===== src/rtl/hashed_timing_wheel_core_assert.svh =====
// ----------------------------------------------------------------------------
// hashed timing wheel assertion macros
// same-cycle and next-cycle implication checks, disabled while reset is low
// ----------------------------------------------------------------------------
`ifndef HASHED_TIMING_WHEEL_CORE_ASSERT_SVH
`define HASHED_TIMING_WHEEL_CORE_ASSERT_SVH

// consequent holds in the same cycle
`define HTW_ASSERT_SAME(lbl, clk, rst_n, ante, cons) \
    lbl: assert property (@(posedge clk) disable iff (!rst_n) (ante) |-> (cons)) \
        else $error("htw check failed");

// consequent holds in the following cycle
`define HTW_ASSERT_NEXT(lbl, clk, rst_n, ante, cons) \
    lbl: assert property (@(posedge clk) disable iff (!rst_n) (ante) |=> (cons)) \
        else $error("htw check failed");

`endif


===== src/rtl/htw_pkg.sv =====
// ----------------------------------------------------------------------------
// htw_pkg
// shared constants, codes and controller/datapath interface types
// ----------------------------------------------------------------------------
`timescale 1ns / 1ps
`default_nettype none

package htw_pkg;

    localparam int TIMER_ENTRIES = 16;
    localparam int ID_W          = 4;
    localparam int WHEEL_SLOTS   = 64;
    localparam int SLOT_W        = 6;
    localparam int CNT_W         = 7;
    localparam int IV_W          = 16;
    localparam int TMO_W         = 20;
    localparam int OP_W          = 2;
    localparam int IN_DATA_W     = 32;
    localparam int OUT_DATA_W    = 8;
    localparam int CFG_IDX_W     = 1;
    localparam int DIV_STEPS     = TMO_W;
    localparam int DIV_CNT_W     = 5;

    localparam logic [OP_W-1:0] OP_START  = 2'd0;
    localparam logic [OP_W-1:0] OP_REMOVE = 2'd1;
    localparam logic [OP_W-1:0] OP_TICK   = 2'd2;

    localparam logic [CFG_IDX_W-1:0] CFG_SLOT_INTERVAL = 1'b0;
    localparam logic [CFG_IDX_W-1:0] CFG_SLOT_COUNT    = 1'b1;

    localparam logic [IV_W-1:0]  IV_RESET  = 16'd10;
    localparam logic [CNT_W-1:0] CNT_RESET = 7'd64;

    // divider operand / result selection
    localparam logic [1:0] DSEL_TICKS  = 2'd0;
    localparam logic [1:0] DSEL_ROUNDS = 2'd1;
    localparam logic [1:0] DSEL_SLOT   = 2'd2;
    localparam logic [1:0] DSEL_ADV    = 2'd3;

    typedef struct packed {
        logic       load_item;
        logic       write_start;
        logic       remove;
        logic       dec_rounds;
        logic       fire;
        logic       div_go;
        logic       div_cap;
        logic [1:0] div_sel;
        logic       sched_write;
        logic       inc_idx;
        logic       final_push;
    } t_cmd;

    typedef struct packed {
        logic [OP_W-1:0] op;
        logic            hit;
        logic            has_rounds;
        logic            periodic;
        logic            last_idx;
        logic            pend_valid;
        logic            out_free;
        logic            div_busy;
        logic            div_done;
    } t_status;

endpackage

`default_nettype wire


===== src/rtl/hashed_timing_wheel_core.sv =====
// ----------------------------------------------------------------------------
// hashed_timing_wheel_core
// hashed timing wheel over sixteen timer entries with start, remove and tick
// ----------------------------------------------------------------------------
// one item at a time; every division runs in the shared 20-step divider
// start: three divisions; remove and unused codes: no division
// tick: sixteen entries scanned in turn, then one division
//   plus three divisions for every periodic timer that fires and is rescheduled
// synchronous active-low reset: all timers idle, current slot 0,
//   slot interval 10, slot count 64; no clearing pass
`timescale 1ns / 1ps
`default_nettype none

module hashed_timing_wheel_core
    import htw_pkg::*;
(
    input  wire logic                 i_clk,
    input  wire logic                 i_rst_n,
    // operation[1:0], timer_id[5:2], timeout_ms[25:6], periodic[26]
    input  wire logic [IN_DATA_W-1:0] i_s_tdata,
    input  wire logic                 i_s_tvalid,
    output logic                      o_s_tready,
    // fired[0], fired_id[4:1]
    output logic [OUT_DATA_W-1:0]     o_m_tdata,
    output logic                      o_m_tvalid,
    output logic                      o_m_tlast,
    input  wire logic                 i_m_tready,
    input  wire logic                 i_cfg_wr_en,
    input  wire logic [CFG_IDX_W-1:0] i_cfg_index,
    input  wire logic [IV_W-1:0]      i_cfg_wdata
);

    t_cmd    w_cmd;
    t_status w_status;

    htw_ctrl u_ctrl (
        .i_clk      (i_clk),
        .i_rst_n    (i_rst_n),
        .i_s_tvalid (i_s_tvalid),
        .o_s_tready (o_s_tready),
        .i_status   (w_status),
        .o_cmd      (w_cmd)
    );

    htw_dp u_dp (
        .i_clk       (i_clk),
        .i_rst_n     (i_rst_n),
        .i_s_tdata   (i_s_tdata),
        .i_cfg_wr_en (i_cfg_wr_en),
        .i_cfg_index (i_cfg_index),
        .i_cfg_wdata (i_cfg_wdata),
        .i_cmd       (w_cmd),
        .o_status    (w_status),
        .o_m_tvalid  (o_m_tvalid),
        .i_m_tready  (i_m_tready),
        .o_m_tdata   (o_m_tdata),
        .o_m_tlast   (o_m_tlast)
    );

endmodule

`default_nettype wire


===== src/rtl/htw_div.sv =====
// ----------------------------------------------------------------------------
// htw_div
// restoring divider, one quotient bit per cycle
// ----------------------------------------------------------------------------
`timescale 1ns / 1ps
`default_nettype none

module htw_div
    import htw_pkg::*;
(
    input  wire logic             i_clk,
    input  wire logic             i_rst_n,
    input  wire logic             i_go,
    input  wire logic [TMO_W-1:0] i_dividend,
    input  wire logic [IV_W-1:0]  i_divisor,
    output logic                  o_busy,
    output logic                  o_done,
    output logic [TMO_W-1:0]      o_quotient,
    output logic [IV_W-1:0]       o_remainder
);

    logic                 r_busy;
    logic                 r_done;
    logic [DIV_CNT_W-1:0] r_cnt;
    logic [TMO_W-1:0]     r_quo;
    logic [IV_W-1:0]      r_rem;
    logic [IV_W-1:0]      r_dvs;

    logic [IV_W:0]        w_trial;
    logic [IV_W:0]        w_diff;
    logic                 w_ge;

    assign w_trial = {r_rem, r_quo[TMO_W-1]};
    assign w_ge    = (w_trial >= {1'b0, r_dvs});
    assign w_diff  = w_trial - {1'b0, r_dvs};

    always_ff @(posedge i_clk) begin
        if (!i_rst_n) begin
            r_busy <= 1'b0;
            r_done <= 1'b0;
            r_cnt  <= '0;
        end else begin
            r_done <= 1'b0;
            if (i_go) begin
                r_busy <= 1'b1;
                r_cnt  <= DIV_CNT_W'(DIV_STEPS - 1);
            end else if (r_busy) begin
                if (r_cnt == '0) begin
                    r_busy <= 1'b0;
                    r_done <= 1'b1;
                end else begin
                    r_cnt <= r_cnt - 1'b1;
                end
            end
        end
    end

    always_ff @(posedge i_clk) begin
        if (i_go) begin
            r_quo <= i_dividend;
            r_rem <= '0;
            r_dvs <= i_divisor;
        end else if (r_busy) begin
            r_quo <= {r_quo[TMO_W-2:0], w_ge};
            r_rem <= w_ge ? w_diff[IV_W-1:0] : w_trial[IV_W-1:0];
        end
    end

    assign o_busy      = r_busy;
    assign o_done      = r_done;
    assign o_quotient  = r_quo;
    assign o_remainder = r_rem;

endmodule

`default_nettype wire


===== src/rtl/htw_ctrl.sv =====
// ----------------------------------------------------------------------------
// htw_ctrl
// sequencer for start, remove and tick items of the timing wheel
// ----------------------------------------------------------------------------
`timescale 1ns / 1ps
`default_nettype none
`include "hashed_timing_wheel_core_assert.svh"

module htw_ctrl
    import htw_pkg::*;
(
    input  wire logic    i_clk,
    input  wire logic    i_rst_n,
    input  wire logic    i_s_tvalid,
    output logic         o_s_tready,
    input  wire t_status i_status,
    output t_cmd         o_cmd
);

    localparam logic [2:0] S_IDLE     = 3'd0;
    localparam logic [2:0] S_DECODE   = 3'd1;
    localparam logic [2:0] S_DIV_GO   = 3'd2;
    localparam logic [2:0] S_DIV_WAIT = 3'd3;
    localparam logic [2:0] S_WRITE    = 3'd4;
    localparam logic [2:0] S_SCAN     = 3'd5;
    localparam logic [2:0] S_NEXT     = 3'd6;
    localparam logic [2:0] S_FINAL    = 3'd7;

    logic [2:0] r_state;
    logic [2:0] n_state;
    logic [1:0] r_dsel;
    logic [1:0] n_dsel;

    always_ff @(posedge i_clk) begin
        if (!i_rst_n) begin
            r_state <= S_IDLE;
            r_dsel  <= DSEL_TICKS;
        end else begin
            r_state <= n_state;
            r_dsel  <= n_dsel;
        end
    end

    always_comb begin
        n_state       = r_state;
        n_dsel        = r_dsel;
        o_cmd         = '0;
        o_cmd.div_sel = r_dsel;
        o_s_tready    = 1'b0;
        case (r_state)
            S_IDLE: begin
                o_s_tready = 1'b1;
                if (i_s_tvalid) begin
                    o_cmd.load_item = 1'b1;
                    n_state         = S_DECODE;
                end
            end
            S_DECODE: begin
                case (i_status.op)
                    OP_START: begin
                        o_cmd.write_start = 1'b1;
                        n_dsel            = DSEL_TICKS;
                        n_state           = S_DIV_GO;
                    end
                    OP_REMOVE: begin
                        o_cmd.remove = 1'b1;
                        n_state      = S_FINAL;
                    end
                    OP_TICK: begin
                        n_state = S_SCAN;
                    end
                    default: begin
                        n_state = S_FINAL;
                    end
                endcase
            end
            S_DIV_GO: begin
                o_cmd.div_go = 1'b1;
                n_state      = S_DIV_WAIT;
            end
            S_DIV_WAIT: begin
                if (i_status.div_done) begin
                    o_cmd.div_cap = 1'b1;
                    case (r_dsel)
                        DSEL_TICKS: begin
                            n_dsel  = DSEL_ROUNDS;
                            n_state = S_DIV_GO;
                        end
                        DSEL_ROUNDS: begin
                            n_dsel  = DSEL_SLOT;
                            n_state = S_DIV_GO;
                        end
                        DSEL_SLOT: begin
                            n_state = S_WRITE;
                        end
                        default: begin
                            n_state = S_FINAL;
                        end
                    endcase
                end
            end
            S_WRITE: begin
                o_cmd.sched_write = 1'b1;
                n_state = (i_status.op == OP_TICK) ? S_NEXT : S_FINAL;
            end
            S_SCAN: begin
                if (!i_status.hit) begin
                    n_state = S_NEXT;
                end else if (i_status.has_rounds) begin
                    o_cmd.dec_rounds = 1'b1;
                    n_state          = S_NEXT;
                end else if (!i_status.pend_valid || i_status.out_free) begin
                    o_cmd.fire = 1'b1;
                    if (i_status.periodic) begin
                        n_dsel  = DSEL_TICKS;
                        n_state = S_DIV_GO;
                    end else begin
                        n_state = S_NEXT;
                    end
                end
            end
            S_NEXT: begin
                if (i_status.last_idx) begin
                    n_dsel  = DSEL_ADV;
                    n_state = S_DIV_GO;
                end else begin
                    o_cmd.inc_idx = 1'b1;
                    n_state       = S_SCAN;
                end
            end
            S_FINAL: begin
                if (i_status.out_free) begin
                    o_cmd.final_push = 1'b1;
                    n_state          = S_IDLE;
                end
            end
            default: begin
                n_state = S_IDLE;
            end
        endcase
    end

    `HTW_ASSERT_SAME(a_fire_room, i_clk, i_rst_n, o_cmd.fire && i_status.pend_valid, i_status.out_free)
    `HTW_ASSERT_SAME(a_final_room, i_clk, i_rst_n, o_cmd.final_push, i_status.out_free)
    `HTW_ASSERT_SAME(a_div_idle, i_clk, i_rst_n, o_cmd.div_go, !i_status.div_busy)
    `HTW_ASSERT_NEXT(a_div_start, i_clk, i_rst_n, o_cmd.div_go, i_status.div_busy)

endmodule

`default_nettype wire


===== src/rtl/htw_dp.sv =====
// ----------------------------------------------------------------------------
// htw_dp
// timer table, wheel registers, divider operands and result register
// ----------------------------------------------------------------------------
`timescale 1ns / 1ps
`default_nettype none

module htw_dp
    import htw_pkg::*;
(
    input  wire logic                  i_clk,
    input  wire logic                  i_rst_n,
    input  wire logic [IN_DATA_W-1:0]  i_s_tdata,
    input  wire logic                  i_cfg_wr_en,
    input  wire logic [CFG_IDX_W-1:0]  i_cfg_index,
    input  wire logic [IV_W-1:0]       i_cfg_wdata,
    input  wire t_cmd                  i_cmd,
    output t_status                    o_status,
    output logic                       o_m_tvalid,
    input  wire logic                  i_m_tready,
    output logic [OUT_DATA_W-1:0]      o_m_tdata,
    output logic                       o_m_tlast
);

    // configuration
    logic [IV_W-1:0]  r_iv;
    logic [CNT_W-1:0] r_cnt;
    logic [IV_W-1:0]  w_iv_eff;
    logic [CNT_W-1:0] w_n_eff;

    // latched item
    logic [OP_W-1:0]  r_op;
    logic [ID_W-1:0]  r_idx;
    logic [TMO_W-1:0] r_tmo;
    logic             r_per;

    // timer table
    logic [TIMER_ENTRIES-1:0] r_valid;
    logic                     r_periodic [TIMER_ENTRIES];
    logic [SLOT_W-1:0]        r_slot     [TIMER_ENTRIES];
    logic [TMO_W-1:0]         r_rounds   [TIMER_ENTRIES];
    logic [TMO_W-1:0]         r_timeout  [TIMER_ENTRIES];
    logic [SLOT_W-1:0]        r_cur;

    // schedule working registers
    logic [TMO_W-1:0]  r_ticks;
    logic [TMO_W-1:0]  r_new_rounds;
    logic [SLOT_W-1:0] r_mod;
    logic [SLOT_W-1:0] r_new_slot;
    logic [TMO_W-1:0]  w_sched_rounds;

    // pending and output
    logic              r_pend_valid;
    logic [ID_W-1:0]   r_pend_id;
    logic              r_out_valid;
    logic              r_out_fired;
    logic [ID_W-1:0]   r_out_id;
    logic              r_out_last;
    logic              w_out_free;

    // divider
    logic [TMO_W-1:0]  w_dividend;
    logic [IV_W-1:0]   w_divisor;
    logic [CNT_W-1:0]  w_cur_sum;
    logic [CNT_W-1:0]  w_cur_inc;
    logic              w_div_busy;
    logic              w_div_done;
    logic [TMO_W-1:0]  w_quo;
    logic [IV_W-1:0]   w_rem;

    assign w_iv_eff = (r_iv == '0) ? IV_W'(1) : r_iv;

    always_comb begin
        w_n_eff = r_cnt;
        if (r_cnt == '0) begin
            w_n_eff = CNT_W'(1);
        end else if (r_cnt > CNT_W'(WHEEL_SLOTS)) begin
            w_n_eff = CNT_W'(WHEEL_SLOTS);
        end
    end

    always_ff @(posedge i_clk) begin
        if (!i_rst_n) begin
            r_iv  <= IV_RESET;
            r_cnt <= CNT_RESET;
        end else if (i_cfg_wr_en) begin
            case (i_cfg_index)
                CFG_SLOT_INTERVAL: r_iv  <= i_cfg_wdata;
                CFG_SLOT_COUNT:    r_cnt <= i_cfg_wdata[CNT_W-1:0];
                default: begin
                end
            endcase
        end
    end

    // divider operands
    assign w_cur_sum = {1'b0, r_cur} + {1'b0, r_mod};
    assign w_cur_inc = {1'b0, r_cur} + CNT_W'(1);

    always_comb begin
        w_divisor = IV_W'(w_n_eff);
        case (i_cmd.div_sel)
            DSEL_TICKS: begin
                w_dividend = r_timeout[r_idx];
                w_divisor  = w_iv_eff;
            end
            DSEL_ROUNDS: w_dividend = r_ticks;
            DSEL_SLOT:   w_dividend = TMO_W'(w_cur_sum);
            default:     w_dividend = TMO_W'(w_cur_inc);
        endcase
    end

    htw_div u_div (
        .i_clk       (i_clk),
        .i_rst_n     (i_rst_n),
        .i_go        (i_cmd.div_go),
        .i_dividend  (w_dividend),
        .i_divisor   (w_divisor),
        .o_busy      (w_div_busy),
        .o_done      (w_div_done),
        .o_quotient  (w_quo),
        .o_remainder (w_rem)
    );

    // capture divider results, item fields
    always_ff @(posedge i_clk) begin
        if (i_cmd.load_item) begin
            r_op  <= i_s_tdata[1:0];
            r_idx <= (i_s_tdata[1:0] == OP_TICK) ? '0 : i_s_tdata[5:2];
            r_tmo <= i_s_tdata[25:6];
            r_per <= i_s_tdata[26];
        end else if (i_cmd.inc_idx) begin
            r_idx <= r_idx + 1'b1;
        end
        if (i_cmd.div_cap) begin
            case (i_cmd.div_sel)
                DSEL_TICKS:  r_ticks <= (w_quo == '0) ? TMO_W'(1) : w_quo;
                DSEL_ROUNDS: begin
                    r_new_rounds <= w_quo;
                    r_mod        <= w_rem[SLOT_W-1:0];
                end
                DSEL_SLOT:   r_new_slot <= w_rem[SLOT_W-1:0];
                default: begin
                end
            endcase
        end
    end

    always_ff @(posedge i_clk) begin
        if (!i_rst_n) begin
            r_cur <= '0;
        end else if (i_cmd.div_cap && i_cmd.div_sel == DSEL_ADV) begin
            r_cur <= w_rem[SLOT_W-1:0];
        end
    end

    // rescheduled timer landing in the current slot loses a round at once
    assign w_sched_rounds = (r_op == OP_TICK && r_new_slot == r_cur && r_new_rounds != '0)
                          ? r_new_rounds - 1'b1 : r_new_rounds;

    always_ff @(posedge i_clk) begin
        if (!i_rst_n) begin
            r_valid <= '0;
        end else if (i_cmd.remove) begin
            r_valid[r_idx] <= 1'b0;
        end else if (i_cmd.sched_write) begin
            r_valid[r_idx] <= 1'b1;
        end else if (i_cmd.fire && !r_periodic[r_idx]) begin
            r_valid[r_idx] <= 1'b0;
        end
    end

    always_ff @(posedge i_clk) begin
        if (i_cmd.write_start) begin
            r_timeout[r_idx]  <= r_tmo;
            r_periodic[r_idx] <= r_per;
        end
        if (i_cmd.sched_write) begin
            r_slot[r_idx]   <= r_new_slot;
            r_rounds[r_idx] <= w_sched_rounds;
        end else if (i_cmd.dec_rounds) begin
            r_rounds[r_idx] <= r_rounds[r_idx] - 1'b1;
        end
    end

    // pending result and output register
    assign w_out_free = !r_out_valid || i_m_tready;

    always_ff @(posedge i_clk) begin
        if (!i_rst_n) begin
            r_pend_valid <= 1'b0;
            r_out_valid  <= 1'b0;
        end else begin
            if (i_cmd.fire && r_pend_valid) begin
                r_out_valid <= 1'b1;
            end else if (i_cmd.final_push) begin
                r_out_valid <= 1'b1;
            end else if (i_m_tready) begin
                r_out_valid <= 1'b0;
            end
            if (i_cmd.fire) begin
                r_pend_valid <= 1'b1;
            end else if (i_cmd.final_push) begin
                r_pend_valid <= 1'b0;
            end
        end
    end

    always_ff @(posedge i_clk) begin
        if (i_cmd.fire) begin
            r_pend_id <= r_idx;
        end
        if (i_cmd.fire && r_pend_valid) begin
            r_out_fired <= 1'b1;
            r_out_id    <= r_pend_id;
            r_out_last  <= 1'b0;
        end else if (i_cmd.final_push) begin
            r_out_fired <= r_pend_valid;
            r_out_id    <= r_pend_valid ? r_pend_id : '0;
            r_out_last  <= 1'b1;
        end
    end

    assign o_m_tvalid = r_out_valid;
    assign o_m_tdata  = OUT_DATA_W'({r_out_id, r_out_fired});
    assign o_m_tlast  = r_out_last;

    always_comb begin
        o_status            = '0;
        o_status.op         = r_op;
        o_status.hit        = r_valid[r_idx] && (r_slot[r_idx] == r_cur);
        o_status.has_rounds = (r_rounds[r_idx] != '0);
        o_status.periodic   = r_periodic[r_idx];
        o_status.last_idx   = (r_idx == ID_W'(TIMER_ENTRIES - 1));
        o_status.pend_valid = r_pend_valid;
        o_status.out_free   = w_out_free;
        o_status.div_busy   = w_div_busy;
        o_status.div_done   = w_div_done;
    end

endmodule

`default_nettype wire


===== config.mk =====
export PLATFORM = sky130hd
export DESIGN_NAME = hashed_timing_wheel_core
export DESIGN_NICKNAME = d
export VERILOG_FILES = /design/src/rtl/htw_pkg.sv /design/src/rtl/hashed_timing_wheel_core.sv /design/src/rtl/htw_div.sv /design/src/rtl/htw_ctrl.sv /design/src/rtl/htw_dp.sv
export VERILOG_INCLUDE_DIRS = /design/src /design/src/rtl
export SDC_FILE = /design/constraint.sdc
export NUM_CORES = 1
export LEC_CHECK = 0
export ABC_CLOCK_PERIOD_IN_PS = 6690
export CAP_MARGIN = 10
export CELL_PAD_IN_SITES_DETAIL_PLACEMENT = 0
export CELL_PAD_IN_SITES_GLOBAL_PLACEMENT = 1
export CORE_MARGIN = 4
export CORE_UTILIZATION = 55
export CTS_BUF_LIST = sky130_fd_sc_hd__clkbuf_8 sky130_fd_sc_hd__clkbuf_16
export CTS_CLUSTER_SIZE = 16
export DETAILED_ROUTE_END_ITERATION = 7
export DONT_BUFFER_PORTS = 1
export GPL_ROUTABILITY_DRIVEN = 0
export HOLD_SLACK_MARGIN = 0.1
export PLACE_DENSITY = 0.76
export RECOVER_POWER = 50
export SETUP_SLACK_MARGIN = 0.2
export SLEW_MARGIN = 20
export SYNTH_ARGS = -nofsm -noshare
export SYNTH_HDL_FRONTEND = slang
export SYNTH_HIERARCHICAL = 1
export SYNTH_SLANG_ARGS = --single-unit

===== constraint.sdc =====
create_clock -name i_clk -period 6.69 [get_ports i_clk]
set_clock_uncertainty 0.05 [all_clocks]
set_input_delay 1.0035 -clock i_clk [delete_from_list [all_inputs] [get_ports i_clk]]
set_output_delay 1.0035 -clock i_clk [all_outputs]
set_load 0.01 [all_outputs]

==> results.md <==
* Status: finished with violations
* Failing checks: max-capacitance violations, max-slew violations
* Final ANT Viol Nets at 0
* Starting Density at 55.5%
* Via count at 20400
* Core box area at 71500 um^2
* Setup Buffers After CTS at 0
* Synth Warn # at 6
* Final Util at 61.6%
* 1st-pass router iterations at 5
* Largest net degree at the start of global routing at 62
* Static Leak at 14.2 nW
* Cell Count Post-Placement at 3148
* Antenna diode count at 0
* Num CTS Buffers at 98
* Most common cell after layout, fill and taps aside: edfxtp_1
* CTS Sinks at 956
* Final hold vios at 0
* Worst EP arrival at 5.69 ns
* First-pass GRT wire length at 130000 um
* Post-CTS sizing at 0
* CTS tree: done
* Placed cell areas at 40900 um^2
* Power per cell area at 350 nW/um^2
* Hold_ws at 0.373 ns
* Non-filler cells in the finished layout at 3327
* Vias in the first global route at 20600
* Share of cells above drive strength 1 at 21.9%
* Worst vdd ir at 235 uV
* Max clock buf depth at 3
* DR WL/cell at 26.3 um
* Post-layout worst setup margin at 1.26 ns
* Die Area at 76500 um^2
* FMAX at 0.184 GHz
* CP required at 6.95 ns
* Endpoint class of the critical path: flop
* Layout Nets at 2385
* Ports at 65
* Aggregate global routing overflow at 0
* Die W at 277 um
* Final setup viols at 0
* Crit start category: flop
* Drt total wl at 87400 um
* Die height at 277 um
* Final Power at 15.4 mW
* DRC at 0
* Slew Viols, Final at 298
* Via-per-instance ratio at 6.14
* Mapped Area at 39700 um^2
* # port buffers at 0
* Worst-margin pin slew at 2.63 ns
* Dpl ws at 1.21 ns
* # rows at 98
* Rel. slew slack at -75.6%
* Final period util at 81.2%
* # fillers at 5039
* Clk root buf: clkbuf_16
* Latest clock arrival within the worst-skew pair at 0.67 ns
* CTS H-Tree Depth at 3
* CP Class: reg -> reg
* Initial antenna violation count at 0
* Max Cap Viol at 13
* Design Area, Final at 44000 um^2
* Iteration-0 DRC Markers at 1808
* Dpl hpwl at 50200 um
* Area grow syn2layout at 11.0%
* Flop-to-flop setup slack at 1.26 ns
* Total negative slack at 0 ns
* Average cell area after synthesis at 17.5 um^2
* GRT Total Usage at 22.7%
* Clk slew on worst S/H paths at 0.06 ns
* CP max FO at 61
* Most frequent cells in the layout: edfxtp_1, mux4_2, nand2_1
* RSZ-0062 raised after global routing: false
* Fin crit period at 5.43 ns
* Cells after Synth at 2262
* Worst hold path class: in -> reg
* CTS Hold Bufs at 0
-- critical path, stage by stage, from the launching register on --
cell	delay [ns]
dfxtp_4	1.01
mux4_2	0.42
mux4_2	0.53
a221o_1	0.32
nor4_2	0.36
nand4b_1	0.12
or3_1	0.50
and3_1	0.25
nand2_1	0.55
nor2_1	0.13
a21oi_1	0.78
-- worst paths after layout --
path	start	end	cells past startpoint
worst max-delay path	flop	u_dp/r_rounds[1][3]$_DFFE_PP_	10
worst min register to register	u_dp/u_div/r_cnt[4]$_SDFFE_PN0P_	u_dp/u_div/o_done$_SDFF_PP0_	1
worst min-delay path	i_s_tdata[7]	u_dp/r_tmo[1]$_DFFE_PP_	0
worst max register to register	flop	u_dp/r_rounds[1][3]$_DFFE_PP_	10
-- power breakdown --
part / internal (mW) / leakage [nW] / switching, mW
logic: 1.41 / 4.00 / 1.58
clock network: 3.13 / 1.65 / 2.26
registers: 6.73 / 8.56 / 0.327
total: 11.3 / 14.2 / 4.17
-- sequential cells by signal, indices dropped and copies added, names as in the netlist, 5 cells and up, named ones only --
signal / count
u_dp/r_cnt: 7
u_dp/r_cur: 6
u_dp/r_iv: 16
u_dp/r_mod: 6
u_dp/r_new_rounds: 20
u_dp/r_new_slot: 6
u_dp/r_periodic: 16
u_dp/r_rounds: 320
u_dp/r_slot: 96
u_dp/r_ticks: 20
u_dp/r_timeout: 320
u_dp/r_tmo: 20
u_dp/u_div/o_quotient: 20
u_dp/u_div/o_remainder: 16
u_dp/u_div/r_cnt: 5
u_dp/u_div/r_dvs: 16
-- layout make-up --
class | count | area (um^2) | area share [%]
clock buffer | 104 | 2560 | 5.81
sequential | 956 | 27900 | 63.4
clock inverter | 75 | 699 | 1.59
timing repair buffer | 73 | 524 | 1.19
multi-input combinational | 1122 | 11000 | 24.9
tap | 950 | 1190 | 2.70
inverter | 47 | 176 | 0.401
-- per-layer routing --
metal  up-vias  wire length, um  global-route usage [%]
met5         -                0                       0
met4         0             1810                    5.50
met3       114             4920                    3.68
met2       609            44500                    38.5
met1     10700            36200                    31.2
li1       9023                -                       -
(Power assumes the default switching activity.)
